===== src/rtl/core/baf_ram.sv =====
// Generic single-port-write, registered-read RAM
module baf_ram #(
  parameter int Width = 8,
  parameter int Depth = 8
) (
  input  logic                     clk,
  input  logic                     we,
  input  logic [$clog2(Depth)-1:0] waddr,
  input  logic [Width-1:0]         wdata,
  input  logic [$clog2(Depth)-1:0] raddr,
  output logic [Width-1:0]         rdata
);
  logic [Width-1:0] mem [Depth];

  always_ff @(posedge clk) begin
    if (we) begin
      mem[waddr] <= wdata;
    end
    rdata <= mem[raddr];
  end
endmodule


===== config.mk =====
export PLATFORM = sky130hd
export DESIGN_NAME = baf_ram
export DESIGN_NICKNAME = d
export VERILOG_FILES = /design/src/rtl/core/baf_ram.sv
export SDC_FILE = /design/constraint.sdc
export NUM_CORES = 1
export LEC_CHECK = 0
export ABC_CLOCK_PERIOD_IN_PS = 3100
export BUFFER_PORTS_ARGS = -buffer_cell sky130_fd_sc_hd__buf_4
export CAP_MARGIN = 20
export CORE_ASPECT_RATIO = 0.5
export CORE_MARGIN = 4
export CORE_UTILIZATION = 30
export DETAILED_ROUTE_END_ITERATION = 12
export PLACE_DENSITY = 0.44
export SYNTH_ARGS = -nofsm -noshare
export SYNTH_HDL_FRONTEND = slang
export SYNTH_SLANG_ARGS = --single-unit

===== constraint.sdc =====
create_clock -name clk -period 3.1 [get_ports clk]
set_clock_uncertainty 0.05 [all_clocks]
set_input_delay 0.62 -clock clk [delete_from_list [all_inputs] [get_ports clk]]
set_output_delay 0.62 -clock clk [all_outputs]
set_load 0.01 [all_outputs]

After elaboration in Yosys (flattened, before gate mapping)
Memory sizes are Yosys's and may differ from the RTL's. A register that Yosys moved wholly into a read port is not among the register bits. Cells that the tools add are included.

Memories kept: 1. Output and inout port bits: 8. Latch bits: 0. Input port bits: 16. Register bits after elaboration: 0. RAM bits: 64. ROM bits: 0. Word-level logic and storage cells: 3.

Memory list: mem (depth 8, bits a word 8, read ports 1, clocked after Yosys merged registers in 1, wr ports 1, RTL line 13) `logic [Width-1:0] mem [Depth];`.

Reduce and logical (&&, ||, !) cells: 0. Equal/unequal tests: 0. $lt $le $gt $ge: 0. Shift-type cells: 0. Mux-type cells: 2. Add/sub/neg operators: 0. Divide/modulo/power cells: 0. Multipliers: 0. Bitwise operators: 0.

Operators by type and width (number): 2-to-1 mux 1 bit (2).

Logic depth before layout (Yosys ltp)
Gate-level depths: netlist (run 1).

Word-level depth: 2. Depth in mapped cells: 4. Gate-level depth less buffers: 2.

Worst setup path after synthesis (run 1)
OpenSTA, ideal clock, no wires.

Path type: input to register. From: input port waddr[2]. To: memory mem[0][0], enable pin. Arrival time: 1.397 ns. Stages: 2. Setup time: 0.383 ns. Required time: 2.667 ns. Setup slack: 1.269 ns. Buffers on the path: 0. Cell sequence: nand2b_1 -> nor3_1.

RTL lines: start: declaration (RTL line 8) `input logic [$clog2(Depth)-1:0] waddr,`; end: declaration (RTL line 13).

Straight into the memory's write port.

Worst setup path in the final report (run 1)
From: input port waddr[2]. To: memory mem[2][5], enable pin.

Straight into the memory's write port.

==> results of run 1 <==
[worst max-delay path: stages]
cell      delay, ns
buf_4          0.11
nand2b_1       0.18
nor2_1         0.77
[state kept, by name, summed over array words and instances, names as in the netlist]
| name | count |
|---|---|
| mem | 64 |
| rdata | 8 |
[metrics by stage]
stage          instances  area (um^2)
3_5_place_dp         259         3040
3_3_place_gp         259         3040
6_report             273         3290
2_1_floorplan        114         2690
4_1_cts              273         3290
5_1_grt              273         3290
[path summary, 6_finish.rpt]
kind	start	to	cells past startpoint
worst min register to register	mem[5][4]$_DFFE_PP_	rdata[4]$_DFF_P_	2
worst min-delay path	wdata[3]	mem[3][3]$_DFFE_PP_	1
worst max-delay path	waddr[2]	mem[2][5]$_DFFE_PP_	3
worst max register to register	mem[1][4]$_DFFE_PP_	rdata[4]$_DFF_P_	2
[layout by cell type (no fill, tap or decap)]
cell type | netlist | layout
nand2b_1 | 3 | 3
mux4_1 | 15 | 15
clkinv_2 | 0 | 1
dfxtp_1 | 8 | 8
edfxtp_1 | 64 | 64
clkbuf_16 | 0 | 9
clkbuf_1 | 1 | 2
mux4_2 | 1 | 1
nor3_1 | 2 | 2
nor2_1 | 6 | 6
buf_4 | 0 | 33
mux2_2 | 8 | 8
nand2_1 | 2 | 2
clkinv_1 | 0 | 2
[cell type report]
cell class / instances / area [um^2] / area share, %
timing repair buffer: 33 / 248 / 7.54
clock inverter: 3 / 12.5 / 0.381
multi-input combinational: 37 / 566 / 17.2
clock buffer: 11 / 233 / 7.08
sequential: 72 / 2080 / 63.3
tap: 117 / 146 / 4.45
[logic make-up (layout without fill, tap and decap cells)]
logic type             count (synthesis)  count (layout)
muxes                                 24              24
DFF                                   72              72
buffers and inverters                  5              47
and+or+nand+nor                       13              13
[report_power, final]
part / total (uW) / switching, uW / internal [uW]
clock: 864 / 340 / 525
sequential: 1100 / 7.75 / 1100
combinational: 120 / 55.6 / 64.4
[per-layer routing]
| metal | global-route usage [%] | vias to the layer above | wire, um |
|---|---|---|---|
| li1 | - | 556 | - |
| met1 | 12.1 | 617 | 2210 |
| met2 | 16.6 | 24 | 2360 |
| met3 | 4.38 | 8 | 183 |
| met4 | 4.79 | 0 | 68 |
| met5 | 0 | - | 0 |
==> results_tabular.tex, run 1 <==
\begin{tabular}{lr}
\hline
Metric & Value \\
\hline
\multicolumn{2}{l}{\textbf{Synth}} \\
\quad Synth cell count leaders & edfxtp\_1, mux4\_1, dfxtp\_1, mux2\_2, nor2\_1 \\
\quad Net count of the mapped netlist & 130 \\
\quad Dominant cells by area after synthesis & edfxtp\_1, mux4\_1, dfxtp\_1 \\
\quad Portion of netlist area occupied by mux cells & 18.8\% \\
\quad Fraction of post-synthesis cell area in the top cell type by area & 71.4\% \\
\quad Synthesized area per cell & 23.6 um\^{}2 \\
\quad Main flop type after synthesis & edfxtp\_1 \\
\quad Synth Area in Adders & 0\% \\
\quad Warnings from Yosys & 0 \\
\quad Count of unique library cells instantiated by Yosys & 14 \\
\quad Post-synthesis simple-gate area fraction & 2.19\% \\
\quad Gate Count Post-Synth & 114 \\
\quad Post-synthesis compound-gate area fraction & 0\% \\
\quad Top-count cell post-synth & edfxtp\_1 \\
\quad Largest family of logic cells by synthesized area & multiplexers \\
\quad Synth Area in XOR/XNOR & 0\% \\
\quad Sequential fraction of the synthesis area & 77.4\% \\
\quad Number of flops mapped to enable cells by yosys & 64 \\
\quad Largest area contributor in the netlist & edfxtp\_1 \\
\quad Cell area after synthesis & 2690 um\^{}2 \\
\quad Async set-or-reset flop fraction in the synthesized netlist & 0\% \\
\quad Flop and latch count out of synthesis & 72 \\
\multicolumn{2}{l}{\textbf{Route}} \\
\quad Pre-Repair DR Iteration Count & 4 \\
\quad Sum of routed wire length over all layers & 4.82 mm \\
\quad DRC Markers & 0 \\
\quad Initial detailed-routing violation count & 21 \\
\quad Mean number of vias per cell & 4.41 \\
\quad Via count & 1205 \\
\quad Remaining antenna violation count after routing & 0 \\
\quad Per-cell routed wire length & 17.7 um \\
\multicolumn{2}{l}{\textbf{Placement}} \\
\quad Number of input and output port buffers inserted & 23 \\
\quad Global placement routability congestion & 0.642 \\
\quad Dpl ws & 0.918 ns \\
\quad HPWL after detailed placement & 3.19 mm \\
\multicolumn{2}{l}{\textbf{CTS}} \\
\quad Count of instances resized after the clock tree is built & 0 \\
\quad Number of buffers added to fix hold violations after cts & 0 \\
\quad Clock Sinks & 72 \\
\quad CTS Buffer Depth & 2 \\
\quad H-Tree Level Count & 3 \\
\quad Clock root cell & clkbuf\_16 \\
\quad Number of CTS-inserted buffers & 9 \\
\quad Setup bufs post-CTS & 0 \\
\quad Clock transition at the register clock pins on the worst setup and hold paths after CTS & 0.05 ns \\
\quad Worst-Skew Late Latency & 0.32 ns \\
\quad TritonCTS clock tree & built \\
\multicolumn{2}{l}{\textbf{Finish}} \\
\quad Final Core Density & 37.7\% \\
\quad Final net count & 169 \\
\quad Number of diodes & 0 \\
\quad Ratio of cells with drive above 1 in the final layout & 33.3\% \\
\quad Number of fill cells in the layout & 802 \\
\quad Area growth, synth to finish & 22.1\% \\
\multicolumn{2}{l}{\textbf{Timing}} \\
\quad Unrepaired setup endpoints after global routing & false \\
\quad Final setup violation count & 0 \\
\quad Achievable clock frequency & 0.560 GHz \\
\quad Final count of hold timing violations & 0 \\
\quad Number of pins with negative max-slew slack in the final report & 0 \\
\quad Final worst slack & 1.31 ns \\
\quad Actual transition at the worst max-transition pin & 0.977 ns \\
\quad Post-layout minimum cycle time & 1.79 ns \\
\quad Worst hold slack & 0.476 ns \\
\quad Final cycle utilization of the critical path & 57.6\% \\
\quad Headroom to the max-slew limit & 34.6\% \\
\quad Final sum of negative setup slack & 0 ns \\
\multicolumn{2}{l}{\textbf{Global routing}} \\
\quad Tot GR Track Use & 10.2\% \\
\quad Pin count of the biggest net entering global routing & 17 \\
\quad Wire length of the first global-routing pass & 7.45 mm \\
\quad GR Overflow Total & 0 \\
\quad Via count of the first global-routing pass & 1341 \\
\quad Initial antenna violation count & 0 \\
\multicolumn{2}{l}{\textbf{Outcome}} \\
\quad Outcome & finished, final reports clean \\
\multicolumn{2}{l}{\textbf{Hold path}} \\
\quad Class of the most critical hold timing path & input port to flip-flop \\
\multicolumn{2}{l}{\textbf{Setup path}} \\
\quad Crit end category & flip-flop \\
\quad Flop2flop setup slack & 1.81 ns \\
\quad Critical path data arrival time & 1.68 ns \\
\quad Kind of start point of the critical path & input port \\
\quad Critical path class & input port to flip-flop \\
\quad Endpoint required time on the critical path & 2.99 ns \\
\quad Largest fanout of any net on the critical path & 8 \\
\multicolumn{2}{l}{\textbf{Die}} \\
\quad Initial core utilization & 30.9\% \\
\quad Height of the chip & 75.0 um \\
\quad Full die area & 10600 um\^{}2 \\
\quad I/O pin count & 24 \\
\quad Die width & 142 um \\
\quad Core Rows & 24 \\
\quad Placeable core area & 8710 um\^{}2 \\
\multicolumn{2}{l}{\textbf{Power and ir drop}} \\
\quad Total power consumption of the routed design & 2090 uW \\
\quad Power per unit of standard cell area & 636 nW/um\^{}2 \\
\quad Leakage power figure & 0.00115 uW \\
\quad Worst IR Drop VDD & 0.259 mV \\
\multicolumn{2}{l}{\textbf{Run}} \\
\quad Max-capacitance violation count & 0 \\
\hline
\end{tabular}
Note: power is estimated with default switching activity, not from simulation.
==> inputs of run 2 (changes only) <==
- ABC_CLOCK_PERIOD_IN_PS: 3100 -> 1600
- PLACE_DENSITY: 0.44 -> 0.45
- clock period: 3.1 -> 1.6 ns (I/O delays scaled with it)
==> results_tabular.tex, run 2 (synthesis results as in run 1) <==
\begin{tabular}{lr}
\hline
Metric & Value \\
\hline
\multicolumn{2}{l}{\textbf{Die}} \\
\quad Initial core utilization & 30.9\% \\
\quad I/O pin count & 24 \\
\quad Full die area & 10600 um\^{}2 \\
\quad Height of the chip & 75.0 um \\
\quad Core Rows & 24 \\
\quad Placeable core area & 8710 um\^{}2 \\
\quad Die width & 142 um \\
\multicolumn{2}{l}{\textbf{Timing}} \\
\quad Unrepaired setup endpoints after global routing & false \\
\quad Headroom to the max-slew limit & 82.2\% \\
\quad Final sum of negative setup slack & 0 ns \\
\quad Final count of hold timing violations & 0 \\
\quad Post-layout minimum cycle time & 1.29 ns \\
\quad Final setup violation count & 0 \\
\quad Actual transition at the worst max-transition pin & 0.267 ns \\
\quad Number of pins with negative max-slew slack in the final report & 0 \\
\quad Achievable clock frequency & 0.775 GHz \\
\quad Final cycle utilization of the critical path & 80.7\% \\
\multicolumn{2}{l}{\textbf{Setup path}} \\
\quad Kind of start point of the critical path & flip-flop \\
\quad Endpoint required time on the critical path & 1.77 ns \\
\quad Crit end category & flip-flop \\
\quad Critical path cell sequence & mux4\_1 -> mux2\_2 \\
\quad Max stage delay cell, worst path & mux4\_1 \\
\quad Critical path data arrival time & 1.46 ns \\
\quad Biggest cell delay along the critical path & 0.51 ns \\
\quad Largest fanout of any net on the critical path & 1 \\
\quad Critical path class & flip-flop to flip-flop \\
\multicolumn{2}{l}{\textbf{CTS}} \\
\quad H-Tree Level Count & 3 \\
\quad Worst-Skew Late Latency & 0.33 ns \\
\quad Count of instances resized after the clock tree is built & 0 \\
\quad Clock transition at the register clock pins on the worst setup and hold paths after CTS & 0.06 ns \\
\quad TritonCTS clock tree & built \\
\quad CTS Buffer Depth & 2 \\
\quad Number of CTS-inserted buffers & 9 \\
\quad Setup bufs post-CTS & 0 \\
\quad Number of buffers added to fix hold violations after cts & 0 \\
\quad Clock Sinks & 72 \\
\quad Clock root cell & clkbuf\_16 \\
\multicolumn{2}{l}{\textbf{Global routing}} \\
\quad Pin count of the biggest net entering global routing & 17 \\
\quad GR Overflow Total & 0 \\
\quad Initial antenna violation count & 0 \\
\quad Tot GR Track Use & 9.92\% \\
\quad Via count of the first global-routing pass & 1199 \\
\quad Wire length of the first global-routing pass & 7.08 mm \\
\multicolumn{2}{l}{\textbf{Finish}} \\
\quad Largest reg by FF count & mem \\
\quad Area growth, synth to finish & 23.2\% \\
\quad Final net count & 167 \\
\quad Most common cell after layout, fill and taps aside & edfxtp\_1 \\
\quad Largest registers & mem (64), rdata (8) \\
\quad Ratio of cells with drive above 1 in the final layout & 34.0\% \\
\quad Max FFs per register & 64 \\
\quad Top library cells by usage in the layout, fill and taps aside & edfxtp\_1, buf\_4, mux4\_1, clkbuf\_16 \\
\quad Post-layout instance area & 3310 um\^{}2 \\
\quad Number of diodes & 0 \\
\multicolumn{2}{l}{\textbf{Route}} \\
\quad Initial detailed-routing violation count & 56 \\
\quad Remaining antenna violation count after routing & 0 \\
\quad Pre-Repair DR Iteration Count & 4 \\
\quad Mean number of vias per cell & 4.29 \\
\quad Via count & 1170 \\
\quad Per-cell routed wire length & 17.5 um \\
\quad Sum of routed wire length over all layers & 4.77 mm \\
\quad DRC Markers & 0 \\
\multicolumn{2}{l}{\textbf{Power and ir drop}} \\
\quad Leakage power figure & 0.00116 uW \\
\quad Worst IR Drop VDD & 0.444 mV \\
\quad Power per unit of standard cell area & 1280 nW/um\^{}2 \\
\multicolumn{2}{l}{\textbf{Outcome}} \\
\quad Outcome & finished, final reports clean \\
\multicolumn{2}{l}{\textbf{Hold path}} \\
\quad Class of the most critical hold timing path & input port to flip-flop \\
\multicolumn{2}{l}{\textbf{Placement}} \\
\quad Global placement routability congestion & 0.675 \\
\quad Number of input and output port buffers inserted & 23 \\
\quad Placed standard-cell area & 3030 um\^{}2 \\
\multicolumn{2}{l}{\textbf{Run}} \\
\quad Max-capacitance violation count & 0 \\
\hline
\end{tabular}
[run 2: worst max-delay path: cells and delay by family (launching register included)]
kind / cells / cell delay (ns)
flops: 1 / 0.36
mux: 2 / 0.78
[run 2: power breakdown]
| part | switching (uW) | internal (uW) |
|---|---|---|
| clock | 694 | 1200 |
| sequential | 16.4 | 2120 |
| combinational | 104 | 123 |
[run 2: final timing paths]
check | startpoint | to | slack (ns) | cells past startpoint
max | mem[3][5]$_DFFE_PP_ | rdata[5]$_DFF_P_ | 0.31 | 2
min | wdata[6] | mem[6][6]$_DFFE_PP_ | 0.17 | 1
max reg2reg | mem[3][5]$_DFFE_PP_ | rdata[5]$_DFF_P_ | 0.31 | 2
min reg2reg | mem[2][3]$_DFFE_PP_ | rdata[3]$_DFF_P_ | 0.62 | 2
[run 2: final cells by class]
| cell class | instances | area, um^2 |
|---|---|---|
| multi-input combinational | 37 | 566 |
| tap | 117 | 146 |
| sequential | 72 | 2080 |
| clock buffer | 10 | 229 |
| timing repair buffer | 31 | 233 |
| fill | 792 | 5390 |
| clock inverter | 6 | 58.8 |
[run 2: stage by stage]
step	total power (uW)	setup slack (ns)	instances	hold WS, ns	utilization (%)
2_1_floorplan	2300	0.0695	114	0.369	-
3_3_place_gp	2410	-0.0453	257	0.503	34.8
3_5_place_dp	2420	-0.0434	257	0.512	34.8
4_1_cts	4330	0.294	273	0.163	38.1
5_1_grt	4440	0.256	273	0.160	38.1
6_report	4260	0.309	273	0.174	38.1
[run 2: metal layers]
layer | wire, um | global-route usage [%] | vias to the layer above
met5 | 0 | 0 | -
met4 | 62 | 4.15 | 0
met3 | 173 | 4.70 | 7
met2 | 2320 | 16.0 | 21
met1 | 2210 | 11.7 | 582
li1 | - | - | 560
==> inputs of run 3 (changes only) <==
- ABC_CLOCK_PERIOD_IN_PS: 1600 -> 1300
- PLACE_DENSITY: 0.45 -> 0.44
- clock period: 1.6 -> 1.3 ns (I/O delays scaled with it)
==> results_tabular.tex, run 3 (synthesis results as in run 1) <==
\begin{tabular}{lr}
\hline
Metric & Value \\
\hline
\multicolumn{2}{l}{\textbf{Outcome}} \\
\quad Outcome & finished, final reports clean \\
\multicolumn{2}{l}{\textbf{Die}} \\
\quad I/O pin count & 24 \\
\quad Initial core utilization & 30.9\% \\
\quad Core Rows & 24 \\
\quad Full die area & 10600 um\^{}2 \\
\quad Height of the chip & 75.0 um \\
\quad Placeable core area & 8710 um\^{}2 \\
\quad Die width & 142 um \\
\multicolumn{2}{l}{\textbf{CTS}} \\
\quad Clock Sinks & 72 \\
\quad Setup bufs post-CTS & 0 \\
\quad CTS Buffer Depth & 2 \\
\quad H-Tree Level Count & 3 \\
\quad Number of CTS-inserted buffers & 9 \\
\quad Worst-Skew Late Latency & 0.33 ns \\
\quad Clock transition at the register clock pins on the worst setup and hold paths after CTS & 0.06 ns \\
\quad TritonCTS clock tree & built \\
\quad Clock root cell & clkbuf\_16 \\
\multicolumn{2}{l}{\textbf{Placement}} \\
\quad Global placement routability congestion & 0.690 \\
\quad HPWL after detailed placement & 3.25 mm \\
\quad Number of input and output port buffers inserted & 23 \\
\multicolumn{2}{l}{\textbf{Timing}} \\
\quad Final count of hold timing violations & 0 \\
\quad Unrepaired setup endpoints after global routing & true \\
\quad Final sum of negative setup slack & 0 ns \\
\quad Actual transition at the worst max-transition pin & 0.262 ns \\
\quad Worst hold slack & 0.111 ns \\
\quad Final setup violation count & 0 \\
\quad Headroom to the max-slew limit & 82.5\% \\
\quad Final cycle utilization of the critical path & 98.0\% \\
\quad Post-layout minimum cycle time & 1.27 ns \\
\quad Achievable clock frequency & 0.785 GHz \\
\quad Number of pins with negative max-slew slack in the final report & 0 \\
\multicolumn{2}{l}{\textbf{Setup path}} \\
\quad Max stage delay cell, worst path & mux4\_2 \\
\quad Critical path data arrival time & 1.44 ns \\
\quad Largest fanout of any net on the critical path & 1 \\
\quad Critical path cell sequence & mux4\_2 -> mux2\_4 \\
\quad Biggest cell delay along the critical path & 0.47 ns \\
\quad Endpoint required time on the critical path & 1.47 ns \\
\quad Crit end category & flip-flop \\
\quad Critical path class & flip-flop to flip-flop \\
\quad Kind of start point of the critical path & flip-flop \\
\multicolumn{2}{l}{\textbf{Power and ir drop}} \\
\quad Power per unit of standard cell area & 1620 nW/um\^{}2 \\
\quad Leakage power figure & 0.00119 uW \\
\quad Reported net switching power & 1070 uW \\
\quad Internal cell power & 4480 uW \\
\quad Net switching fraction of the power & 19.3\% \\
\quad Clock share of power & 46.6\% \\
\quad Sequential group share of total power & 47.5\% \\
\quad Portion of total power attributed to combinational logic & 5.9\% \\
\quad Worst IR Drop VDD & 0.627 mV \\
\multicolumn{2}{l}{\textbf{Route}} \\
\quad Top layer in use & met4 \\
\quad DR WL met2 & 2.54 mm \\
\quad Mean number of vias per cell & 4.24 \\
\quad Initial detailed-routing violation count & 74 \\
\quad Pre-Repair DR Iteration Count & 4 \\
\quad DRC Markers & 0 \\
\quad Per-cell routed wire length & 17.7 um \\
\quad Sum of routed wire length over all layers & 5.02 mm \\
\quad Detailed-route wire length on metal 1 & 2.25 mm \\
\quad Via count & 1204 \\
\quad Routed wl met3 & 147 um \\
\quad Remaining antenna violation count after routing & 0 \\
\multicolumn{2}{l}{\textbf{Global routing}} \\
\quad Initial antenna violation count & 0 \\
\quad Tot GR Track Use & 10.2\% \\
\quad Via count of the first global-routing pass & 1312 \\
\quad GR Overflow Total & 0 \\
\quad Wire length of the first global-routing pass & 7.45 mm \\
\quad Pin count of the biggest net entering global routing & 17 \\
\multicolumn{2}{l}{\textbf{Finish}} \\
\quad Top library cells by usage in the layout, fill and taps aside & edfxtp\_1, buf\_4, mux4\_2, clkbuf\_16, dfxtp\_1 \\
\quad Final net count & 178 \\
\quad Area growth, synth to finish & 27.2\% \\
\quad Final Core Density & 39.3\% \\
\quad Number of diodes & 0 \\
\quad Max FFs per register & 64 \\
\quad Largest registers & mem (64), rdata (8) \\
\quad Most common cell after layout, fill and taps aside & edfxtp\_1 \\
\quad Ratio of cells with drive above 1 in the final layout & 49.1\% \\
\quad Largest reg by FF count & mem \\
\quad Number of fill cells in the layout & 790 \\
\multicolumn{2}{l}{\textbf{Run}} \\
\quad Max-capacitance violation count & 0 \\
\multicolumn{2}{l}{\textbf{Hold path}} \\
\quad Class of the most critical hold timing path & input port to flip-flop \\
\hline
\end{tabular}
-- run 3: cell count changes in the layout (fill, tap and decap cells not counted), moves of 2 or more --
| cell | before | now |
|---|---|---|
| buf_4 | 31 | 40 |
| mux4_2 | 1 | 15 |
| buf_12 | 0 | 2 |
| mux4_1 | 15 | 1 |
| mux2_4 | 0 | 3 |
| nor3_1 | 2 | 0 |
| nor3_2 | 0 | 2 |
| mux2_2 | 8 | 5 |
| clkinv_4 | 0 | 2 |
-- run 3: what timing repair did --
action,in CTS,in global routing
hold buffers,0,0
endpoints found under the setup margin,1,8
gates resized for setup,1,13
cloned,0,0
-- run 3: worst max-delay path, delay by kind of cell (launching register included) --
family | cells | cell delay (ns)
DFF | 1 | 0.37
muxes | 2 | 0.74
-- run 3: through the flow --
step	area [um^2]	power, uW	cells	setup slack (ns)
final	3420	5550	284	0.0254
after CTS	3470	5610	284	0.00122
after global placement	3150	3000	268	-0.223
after global routing	3420	5750	284	-0.00905
after detailed placement	3150	3010	268	-0.213
after floorplan	2720	2840	114	-0.132
-- run 3: per-layer routing --
metal | vias up | track usage [%]
met2 | 16 | 17.6
met4 | 0 | 4.79
li1 | 565 | -
met3 | 8 | 4.57
met1 | 615 | 11.2
met5 | - | 0
-- run 3: layout make-up --
type / instances / area [um^2] / area share [%]
sequential: 72 / 2080 / 60.8
tap: 117 / 146 / 4.27
timing repair buffer: 42 / 340 / 9.94
multi-input combinational: 37 / 534 / 15.6
clock inverter: 7 / 96.3 / 2.81
clock buffer: 9 / 225 / 6.58
-- run 3: power by group through the flow --
stage          combinational [uW]  clock [uW]  sequential [uW]
3_3_place_gp                  322           0             2680
5_1_grt                       356        2750             2640
6_report                      329        2580             2640
4_1_cts                       328        2640             2630
3_5_place_dp                  327           0             2680
2_1_floorplan                 150           0             2690
-- run 3: final timing paths --
kind / startpoint / to / slack, ns / depth (start not counted)
worst max-delay path: mem[4][2]$_DFFE_PP_ / rdata[2]$_DFF_P_ / 0.03 / 2
worst min-delay path: wdata[3] / mem[4][3]$_DFFE_PP_ / 0.11 / 1
worst max register to register: mem[4][2]$_DFFE_PP_ / rdata[2]$_DFF_P_ / 0.03 / 2
worst min register to register: mem[0][3]$_DFFE_PP_ / rdata[3]$_DFF_P_ / 0.62 / 2
